## config.mk

```make
export PLATFORM = sky130hd
export DESIGN_NAME = four_lane_multiply_rotate_hash64_core
export DESIGN_NICKNAME = d
export VERILOG_FILES = /design/src/sv/flmr_pkg.sv /design/src/sv/four_lane_multiply_rotate_hash64_core.sv /design/src/sv/flmr_front.sv /design/src/sv/flmr_queue.sv /design/src/sv/flmr_back.sv
export SDC_FILE = /design/constraint.sdc
export NUM_CORES = 2
export LEC_CHECK = 0
export BUFFER_PORTS_ARGS = -buffer_cell sky130_fd_sc_hd__buf_4
export CAP_MARGIN = 10
export CORE_AREA = 3 3 383 537
export CTS_CLUSTER_DIAMETER = 150
export DETAILED_ROUTE_END_ITERATION = 6
export DIE_AREA = 0 0 386 540
export GPL_TIMING_DRIVEN = 0
export PLACE_DENSITY_LB_ADDON = 0.25
export SETUP_SLACK_MARGIN = 0.5
export SYNTH_ARGS = -nofsm -noshare
export SYNTH_HDL_FRONTEND = slang
export SYNTH_SLANG_ARGS = --single-unit
```

## constraint.sdc

```tcl
create_clock -name clk -period 15.4 [get_ports clk]
set_clock_uncertainty 0.15 [all_clocks]
set_input_delay 0.77 -clock clk [delete_from_list [all_inputs] [get_ports clk]]
set_output_delay 0.77 -clock clk [all_outputs]
set_load 0.005 [all_outputs]
```

## src/sv/flmr_pkg.sv

```systemverilog
// shared types and constants for the four-lane multiply-rotate hash core
// no dependencies
`timescale 1ns / 1ps

package flmr_pkg;

    localparam int LengthBits = 32;

    localparam logic [63:0] HASH_G  = 64'h9E3779B97F4A7C15;
    localparam logic [63:0] HASH_M1 = 64'h85EBCA77C2B2AE3D;
    localparam logic [63:0] HASH_M2 = 64'hBF58476D1CE4E5B9;
    localparam logic [63:0] HASH_M3 = 64'h94D049BB133111EB;

    localparam logic FUNC_START = 1'b0;
    localparam logic FUNC_DATA  = 1'b1;

    // command kinds handed from front to back
    localparam logic [1:0] CMD_SEED   = 2'd0;
    localparam logic [1:0] CMD_ABSORB = 2'd1;
    localparam logic [1:0] CMD_SEED_FIN = 2'd2;
    localparam logic [1:0] CMD_ABS_FIN  = 2'd3;

    typedef struct packed {
        logic [1:0]  kind;
        logic [1:0]  lane;
        logic [63:0] value;
        logic [63:0] base;
    } flmr_cmd_t;

    function automatic logic [63:0] rotl64(input logic [63:0] v, input logic [5:0] r);
        logic [127:0] d;
        begin
            d = {v, v} << r;
            rotl64 = d[127:64];
        end
    endfunction

    function automatic logic [5:0] lane_rot(input logic [1:0] lane);
        logic [5:0] r;
        begin
            unique case (lane)
                2'd0: r = 6'd23;
                2'd1: r = 6'd47;
                2'd2: r = 6'd13;
                default: r = 6'd37;
            endcase
            lane_rot = r;
        end
    endfunction

endpackage

```

## src/sv/four_lane_multiply_rotate_hash64_core.sv

```systemverilog
// top level of the four-lane multiply-rotate 64-bit hash core
// depends on flmr_pkg, flmr_front, flmr_queue, flmr_back
`timescale 1ns / 1ps

// A start beat (func 0) carries seed and byte length; data beats (func 1) carry
// little-endian 64-bit words, and one hash beat leaves after the word that ends
// the message, or right after a zero-length start. Every 64-bit multiply runs
// on one shared 32x32 multiplier. A data word in the back end takes a load
// plus one multiply, a start takes a load, a base multiply and four seed
// multiplies, and the finalizer adds a fold, three multiplies and an output
// on the last item. The front end accepts beats into a two-entry queue, so it
// runs ahead while the multiplier is busy or a hash waits.
module four_lane_multiply_rotate_hash64_core
    import flmr_pkg::*;
(
    input  logic         clk,
    input  logic         rst_n,
    input  logic         s_tvalid,
    output logic         s_tready,
    input  logic [159:0] s_tdata,   // seed[63:0], message_length[95:64], data_word[159:96]
    input  logic         s_tuser,   // func
    output logic         m_tvalid,
    input  logic         m_tready,
    output logic [63:0]  m_tdata    // hash_value
);

    logic      q_valid, q_ready, b_valid, b_ready;
    flmr_cmd_t q_cmd, b_cmd;

    flmr_front u_front (
        .clk            (clk),
        .rst_n          (rst_n),
        .in_valid       (s_tvalid),
        .in_ready       (s_tready),
        .func           (s_tuser),
        .seed           (s_tdata[63:0]),
        .message_length (s_tdata[95:64]),
        .data_word      (s_tdata[159:96]),
        .cmd_valid      (q_valid),
        .cmd_ready      (q_ready),
        .cmd            (q_cmd)
    );

    flmr_queue u_queue (
        .clk      (clk),
        .rst_n    (rst_n),
        .wr_valid (q_valid),
        .wr_ready (q_ready),
        .wr_cmd   (q_cmd),
        .rd_valid (b_valid),
        .rd_ready (b_ready),
        .rd_cmd   (b_cmd)
    );

    flmr_back u_back (
        .clk        (clk),
        .rst_n      (rst_n),
        .cmd_valid  (b_valid),
        .cmd_ready  (b_ready),
        .cmd        (b_cmd),
        .out_valid  (m_tvalid),
        .out_ready  (m_tready),
        .hash_value (m_tdata)
    );

`ifndef SYNTHESIS
    // the front never issues a command the queue cannot hold
    a_no_drop: assert property (@(posedge clk) disable iff (!rst_n)
        q_valid |-> q_ready)
        else $error("command lost at queue");

    // a waiting hash holds until taken
    a_out_hold: assert property (@(posedge clk) disable iff (!rst_n)
        (m_tvalid && !m_tready) |=> (m_tvalid && $stable(m_tdata)))
        else $error("hash changed while stalled");

    // a command taken by the back end leaves it busy, not ready for another
    a_back_take: assert property (@(posedge clk) disable iff (!rst_n)
        (b_ready && b_valid) |=> !b_ready)
        else $error("back end accepted while busy");
`endif

endmodule

```

## src/sv/flmr_front.sv

```systemverilog
// front part: accepts items, tracks lengths, issues absorb and seed commands
// depends on flmr_pkg
`timescale 1ns / 1ps

module flmr_front
    import flmr_pkg::*;
(
    input  logic        clk,
    input  logic        rst_n,
    input  logic        in_valid,
    output logic        in_ready,
    input  logic        func,
    input  logic [63:0] seed,
    input  logic [31:0] message_length,
    input  logic [63:0] data_word,
    output logic        cmd_valid,
    input  logic        cmd_ready,
    output flmr_cmd_t   cmd
);

    logic [LengthBits-1:0] bytes_reg, bytes_next;
    logic [LengthBits-1:0] block_reg, block_next;
    logic [1:0]            lane_reg, lane_next;
    logic                  active_reg, active_next;
    logic [LengthBits-1:0] len;
    logic [63:0]           len64;
    logic [63:0]           mask;
    logic [2:0]            nb;
    logic                  fire;

    assign in_ready = cmd_ready;
    assign fire     = in_valid && cmd_ready;
    assign len      = LengthBits'(message_length);
    assign len64    = 64'(len);
    assign nb       = bytes_reg[2:0];
    assign mask     = (64'd1 << {nb, 3'b000}) - 64'd1;

    // classify the beat and build a command
    always_comb
    begin
        bytes_next  = bytes_reg;
        block_next  = block_reg;
        lane_next   = lane_reg;
        active_next = active_reg;
        cmd_valid   = 1'b0;
        cmd         = '0;
        if (fire)
        begin
            if (func == FUNC_START)
            begin
                cmd_valid  = 1'b1;
                cmd.kind   = (len == '0) ? CMD_SEED_FIN : CMD_SEED;
                cmd.value  = len64;
                cmd.base   = seed;
                bytes_next = len;
                block_next = len & ~LengthBits'(31);
                lane_next  = 2'd0;
                active_next = (len != '0);
            end
            else if (active_reg)
            begin
                cmd_valid = 1'b1;
                cmd.value = data_word;
                if (block_reg >= LengthBits'(8))
                begin
                    cmd.lane   = lane_reg;
                    lane_next  = lane_reg + 2'd1;
                    block_next = block_reg - LengthBits'(8);
                    bytes_next = bytes_reg - LengthBits'(8);
                end
                else if (bytes_reg >= LengthBits'(8))
                begin
                    bytes_next = bytes_reg - LengthBits'(8);
                end
                else
                begin
                    cmd.value  = data_word & mask;
                    bytes_next = '0;
                end
                cmd.kind    = (bytes_next == '0) ? CMD_ABS_FIN : CMD_ABSORB;
                active_next = (bytes_next != '0);
            end
        end
    end

    // length tracking registers
    always_ff @(posedge clk or negedge rst_n)
    begin
        if (!rst_n)
        begin
            bytes_reg  <= '0;
            block_reg  <= '0;
            lane_reg   <= '0;
            active_reg <= 1'b0;
        end
        else
        begin
            bytes_reg  <= bytes_next;
            block_reg  <= block_next;
            lane_reg   <= lane_next;
            active_reg <= active_next;
        end
    end

endmodule

```

## src/sv/flmr_queue.sv

```systemverilog
// two-entry command queue between front and back
// depends on flmr_pkg
`timescale 1ns / 1ps

module flmr_queue
    import flmr_pkg::*;
(
    input  logic      clk,
    input  logic      rst_n,
    input  logic      wr_valid,
    output logic      wr_ready,
    input  flmr_cmd_t wr_cmd,
    output logic      rd_valid,
    input  logic      rd_ready,
    output flmr_cmd_t rd_cmd
);

    flmr_cmd_t mem_reg [2];
    logic      wp_reg, rp_reg;
    logic [1:0] cnt_reg;
    logic      do_wr, do_rd;

    assign wr_ready = (cnt_reg != 2'd2);
    assign rd_valid = (cnt_reg != 2'd0);
    assign rd_cmd   = mem_reg[rp_reg];
    assign do_wr    = wr_valid && wr_ready;
    assign do_rd    = rd_valid && rd_ready;

    // storage
    always_ff @(posedge clk)
    begin
        if (do_wr)
        begin
            mem_reg[wp_reg] <= wr_cmd;
        end
    end

    // pointers and fill count
    always_ff @(posedge clk or negedge rst_n)
    begin
        if (!rst_n)
        begin
            wp_reg  <= 1'b0;
            rp_reg  <= 1'b0;
            cnt_reg <= 2'd0;
        end
        else
        begin
            if (do_wr)
            begin
                wp_reg <= ~wp_reg;
            end
            if (do_rd)
            begin
                rp_reg <= ~rp_reg;
            end
            cnt_reg <= cnt_reg + 2'(do_wr) - 2'(do_rd);
        end
    end

endmodule

```

## src/sv/flmr_back.sv

```systemverilog
// back part: lane accumulators, 64-bit multiply built on a shared 32x32 multiplier,
// finalizer, output register; depends on flmr_pkg
`timescale 1ns / 1ps

module flmr_back
    import flmr_pkg::*;
(
    input  logic        clk,
    input  logic        rst_n,
    input  logic        cmd_valid,
    output logic        cmd_ready,
    input  flmr_cmd_t   cmd,
    output logic        out_valid,
    input  logic        out_ready,
    output logic [63:0] hash_value
);

    localparam logic [3:0] ST_IDLE  = 4'd0;
    localparam logic [3:0] ST_BASE  = 4'd1;
    localparam logic [3:0] ST_SEED  = 4'd2;
    localparam logic [3:0] ST_ABS   = 4'd3;
    localparam logic [3:0] ST_FOLD  = 4'd4;
    localparam logic [3:0] ST_FIN   = 4'd5;
    localparam logic [3:0] ST_EMIT  = 4'd6;

    logic [3:0]  state_reg, state_next;
    logic [63:0] lanes_reg [4];
    logic [63:0] lanes_next [4];
    logic [63:0] x_reg, x_next;
    logic [1:0]  idx_reg, idx_next;
    logic [1:0]  lane_reg, lane_next;
    logic        fin_reg, fin_next;
    logic [63:0] ma, mb, prod;
    logic [1:0]  ph_reg, ph_next;
    logic [63:0] acc_reg;
    logic [31:0] mul_x, mul_y;
    logic [63:0] pp, term;
    logic [1:0]  step_reg, step_next;
    logic [63:0] out_reg, out_next;
    logic        ov_reg, ov_next;
    logic [63:0] fs;

    assign out_valid  = ov_reg;
    assign hash_value = out_reg;
    assign cmd_ready  = (state_reg == ST_IDLE);

    // low 64 bits of ma * mb in three passes: lo*lo, hi*lo, lo*hi
    always_comb
    begin
        unique case (ph_reg)
            2'd0:
            begin
                mul_x = ma[31:0];
                mul_y = mb[31:0];
            end
            2'd1:
            begin
                mul_x = ma[63:32];
                mul_y = mb[31:0];
            end
            default:
            begin
                mul_x = ma[31:0];
                mul_y = mb[63:32];
            end
        endcase
    end

    assign pp   = {32'd0, mul_x} * {32'd0, mul_y};
    assign term = (ph_reg == 2'd0) ? pp : {pp[31:0], 32'd0};
    assign prod = ((ph_reg == 2'd0) ? 64'd0 : acc_reg) + term;

    // finalizer shift per step
    always_comb
    begin
        unique case (step_reg)
            2'd0: fs = x_reg ^ (x_reg >> 29);
            2'd1: fs = x_reg ^ (x_reg >> 31);
            default: fs = x_reg ^ (x_reg >> 37);
        endcase
    end

    // sequencer: seeding, absorbing, finalizing and output
    always_comb
    begin
        state_next = state_reg;
        x_next     = x_reg;
        idx_next   = idx_reg;
        lane_next  = lane_reg;
        fin_next   = fin_reg;
        step_next  = step_reg;
        out_next   = out_reg;
        ov_next    = ov_reg;
        ph_next    = ph_reg;
        lanes_next = lanes_reg;
        ma = x_reg;
        mb = HASH_G;
        if (ov_reg && out_ready)
        begin
            ov_next = 1'b0;
        end
        unique case (state_reg)
            ST_IDLE:
            begin
                if (cmd_valid)
                begin
                    fin_next = (cmd.kind == CMD_SEED_FIN) || (cmd.kind == CMD_ABS_FIN);
                    if ((cmd.kind == CMD_SEED) || (cmd.kind == CMD_SEED_FIN))
                    begin
                        x_next     = cmd.base;
                        lanes_next[0] = cmd.value;
                        state_next = ST_BASE;
                    end
                    else
                    begin
                        lane_next  = cmd.lane;
                        x_next     = lanes_reg[cmd.lane] ^ rotl64(cmd.value, lane_rot(cmd.lane));
                        state_next = ST_ABS;
                    end
                end
            end
            ST_BASE:
            begin
                ma = lanes_reg[0];
                if (ph_reg == 2'd2)
                begin
                    ph_next    = 2'd0;
                    x_next     = x_reg ^ prod;
                    idx_next   = 2'd0;
                    state_next = ST_SEED;
                end
                else
                begin
                    ph_next = ph_reg + 2'd1;
                end
            end
            ST_SEED:
            begin
                unique case (idx_reg)
                    2'd0: mb = HASH_G;
                    2'd1: mb = HASH_M1;
                    2'd2: mb = HASH_M2;
                    default: mb = HASH_M3;
                endcase
                if (ph_reg == 2'd2)
                begin
                    ph_next = 2'd0;
                    lanes_next[idx_reg] = prod;
                    idx_next = idx_reg + 2'd1;
                    if (idx_reg == 2'd3)
                    begin
                        state_next = fin_reg ? ST_FOLD : ST_IDLE;
                    end
                end
                else
                begin
                    ph_next = ph_reg + 2'd1;
                end
            end
            ST_ABS:
            begin
                if (ph_reg == 2'd2)
                begin
                    ph_next = 2'd0;
                    lanes_next[lane_reg] = prod;
                    state_next = fin_reg ? ST_FOLD : ST_IDLE;
                end
                else
                begin
                    ph_next = ph_reg + 2'd1;
                end
            end
            ST_FOLD:
            begin
                x_next = lanes_reg[0] ^ lanes_reg[1] ^ lanes_reg[2] ^ lanes_reg[3];
                step_next  = 2'd0;
                state_next = ST_FIN;
            end
            ST_FIN:
            begin
                ma = fs;
                unique case (step_reg)
                    2'd0: mb = HASH_M1;
                    2'd1: mb = HASH_M2;
                    default: mb = HASH_G;
                endcase
                if (ph_reg == 2'd2)
                begin
                    ph_next   = 2'd0;
                    x_next    = prod;
                    step_next = step_reg + 2'd1;
                    if (step_reg == 2'd2)
                    begin
                        state_next = ST_EMIT;
                    end
                end
                else
                begin
                    ph_next = ph_reg + 2'd1;
                end
            end
            ST_EMIT:
            begin
                if (!ov_reg || out_ready)
                begin
                    out_next   = x_reg ^ (x_reg >> 41);
                    ov_next    = 1'b1;
                    state_next = ST_IDLE;
                end
            end
            default:
            begin
                state_next = ST_IDLE;
            end
        endcase
    end

    // datapath registers
    always_ff @(posedge clk)
    begin
        x_reg     <= x_next;
        lane_reg  <= lane_next;
        out_reg   <= out_next;
        idx_reg   <= idx_next;
        step_reg  <= step_next;
        acc_reg   <= prod;
    end

    // control and lane state
    always_ff @(posedge clk or negedge rst_n)
    begin
        if (!rst_n)
        begin
            state_reg <= ST_IDLE;
            fin_reg   <= 1'b0;
            ov_reg    <= 1'b0;
            ph_reg    <= 2'd0;
            for (int i = 0; i < 4; i++)
            begin
                lanes_reg[i] <= '0;
            end
        end
        else
        begin
            state_reg <= state_next;
            fin_reg   <= fin_next;
            ov_reg    <= ov_next;
            ph_reg    <= ph_next;
            lanes_reg <= lanes_next;
        end
    end

endmodule
```

==> reports/qor.csv <==
metric;value;unit
die_w;386;um
num_rows;195;
syn_area_per_cell;8.99;um^2
fin_crit_sh;96.8;%
async_flop_share;41.7;%
initial_utilization;39.9;%
antenna_left;0;
max_cap_viol_count;1;
largest_reg_flops;264;
grt_util_all_layers;43.5;%
cp_max_fo;8;
grt_pass1_vias;74700;
violations;capacitance limit, slew limit;
finalHoldViolations;0;
grt-ovfl-total;0;
synth_top_family_by_area;adder cells;
end_kind;flop;
path_clk_slew;0.07;ns
h-tree-depth;3;
clock-root-buffer;clkbuf_16;
synth_xor_xnor_area_share;5.82;%
synth_nets;10300;
yosysSeqAreaShare;26.8;%
yosysMostFrequentCell;nand2_1;
pin_count;231;
synth_compound_area_share;12.7;%
ys_ff_latch;793;
antenna_found_initial;18;
nNetsFinal;10800;
required;15.66;ns
die_h;540;um
grt_max_degree;99;
setup_viol_count_final;0;
viasPerCell;5.99;
status;complete, but fails checks;
port_buffers;229;
cts_buffer_depth;3;
synthTopCellsByArea;fa_1 22%, edfxtp_1 15%, dfrtp_1 10%;
ys.flop_type;edfxtp_1;
clock_sinks;793;
yosys.area.top_type_share;22.3;%
cpMostUsedCell;fa_1;
synth_top_cells_by_count;1,339 x nand2_1, 1,036 x inv_1, 897 x fa_1, 859 x nor2_1, 462 x o21ai_0;
layout-drive-gt1-share;10.5;%
relSlewSlack;-0.886;%
netlist_area;80400;um^2
hp-class;in -> reg;
synth-edff-count;398;
hpwl;382000;um
grt_pass1_wl;618000;um
place_area;87000;um^2
slew_viol_final;2;
cp_slowest_cell;clkbuf_1;
area_growth_syn_to_layout;13.6;%
yosys.area_share.adder;27.7;%
nFillCells;20200;
dieArea;208000;um^2
cts_buffers;79;
arrival;15.18;ns
yosys-mux-area-fraction;3.69;%
synth.largest_area_cell;fa_1;
fmax;0.0671;GHz
synth_cell_type_count;101;
rsz0062_at_grt;false;
setup-tns-final;0;ns
slowest_delay;0.90;ns
vias;72600;
core_area;201000;um^2
yosys.area_share.simple;15.6;%
synth_cells;8938;
worstSetupPathType;reg -> reg;
crit_path_start_kind;flop;
clkLatencyLatePin;0.70;ns
tightest_slew;1.51;ns
drt_pass1_iterations;6;
drt-total-wl;457000;um
gp_congestion;1.10;
yosysWarningCount;0;
fin_area;91300;um^2
cts_tree;yes;
drc;0;
timing.hold.ws;0.214;ns
dr.first_iter.drc_count;6834;
period_needed;14.91;ns
post_drt_wl_per_cell;37.8;um
==> layer usage <==
layer / GRT usage, % / up-vias / part of all wire, %
li1: - / 30300 / -
met1: 42.0 / 36300 / 31
met2: 71.3 / 4198 / 47
met4: 52.4 / 8 / 15
met5: 0.0234 / - / 0.012
met3: 8.66 / 1838 / 6.7
==> worst max-delay path: cells and delay by family (launching register included) <==
kind	cells	cell delay, ns
AND/OR/NAND/NOR	8	2.06
buffers and inverters	8	1.77
adder cells (fa/ha/maj)	10	4.81
XOR/XNOR	2	0.46
flip-flops	1	0.45
multiplexers	1	0.47
AO/OA/AOI/OAI	16	4.45
==> cells in the final DEF, fill, tap and decap left out, types with 33 or more instances in the layout <==
master / n
xnor2_1: 341
nor3_1: 88
ha_1: 344
and2_1: 133
a31oi_1: 96
nand3_1: 56
a22o_1: 48
and3_1: 162
nor2_1: 829
clkbuf_2: 116
buf_2: 75
o211ai_1: 76
o21bai_1: 33
o22ai_1: 48
buf_1: 39
a21o_1: 79
a21oi_1: 356
mux2_2: 33
o221ai_1: 83
clkbuf_1: 319
clkbuf_16: 83
inv_1: 1030
nor2b_1: 52
a221o_1: 43
buf_4: 273
nand2_1: 1328
fa_1: 897
dfrtp_1: 331
nand4_1: 37
mux2i_1: 225
nand2b_1: 36
dfxtp_1: 64
o21ai_0: 453
buf_8: 40
edfxtp_1: 398
xor2_1: 123
==> cell type report <==
cell class	instances	area, um^2	share of cell area, %
diodes	29	72.6	0.0795
plain buffers	582	2640	2.89
clock buffers	103	2180	2.39
clock inverters	44	536	0.586
inverters	1051	3990	4.37
multi-input cells	6511	53700	58.8
flip-flops and latches	793	21500	23.6
well taps	2659	3330	3.64
repair buffers	346	3340	3.66
==> logic make-up (layout without fill, tap and decap cells) <==
kind of cell	after synthesis	in the layout
compound gates	1583	1583
xor+xnor	521	521
fa+ha+maj	1241	1241
buf+inv	1634	2126
flops	793	793
mux	276	276
other cells	1	30
simple gates	2889	2889
==> timing repair <==
| action | in CTS | in global routing |
|---|---|---|
| resized for setup | 258 | 262 |
| hold buffers | 1 | 0 |
| buffers inserted | 6 | 21 |
| setup endpoints to repair | 154 | 111 |
| endpoints found under the hold margin | 48 | 0 |
| pin swaps | 4 | 12 |
==> through the flow <==
step | setup slack [ns] | instances | utilization (%)
after floorplan | 3.33 | 8938 | -
after global placement | -3.32 | 11800 | 42.4
after detailed placement | -3.31 | 11900 | 43.2
after CTS | 0.456 | 12100 | 44.9
after global routing | 0.461 | 12100 | 45.4
final | 0.489 | 12100 | 45.4
==> worst paths after layout <==
kind / slack [ns] / startpoint / cells after the start / end
max in group asynchronous: 12.68 / rst_n / 5 / u_back.lanes_reg[98]
min in group asynchronous: 0.44 / rst_n / 2 / u_front.bytes_reg[16]
hold / removal: 0.21 / s_tdata[95] / 3 / u_front.block_reg[31]
setup reg to reg: 0.49 / u_back.x_reg[49] / 45 / u_back.x_reg[62]
hold reg to reg: 0.29 / u_back.x_reg[38] / 0 / u_back.hash_value[38]
setup / recovery: 0.49 / u_back.x_reg[49] / 45 / u_back.x_reg[62]
Power is left out: the tool's default activity adds up to more than one toggle a clock period on the data nets, which glitch-free logic cannot reach.
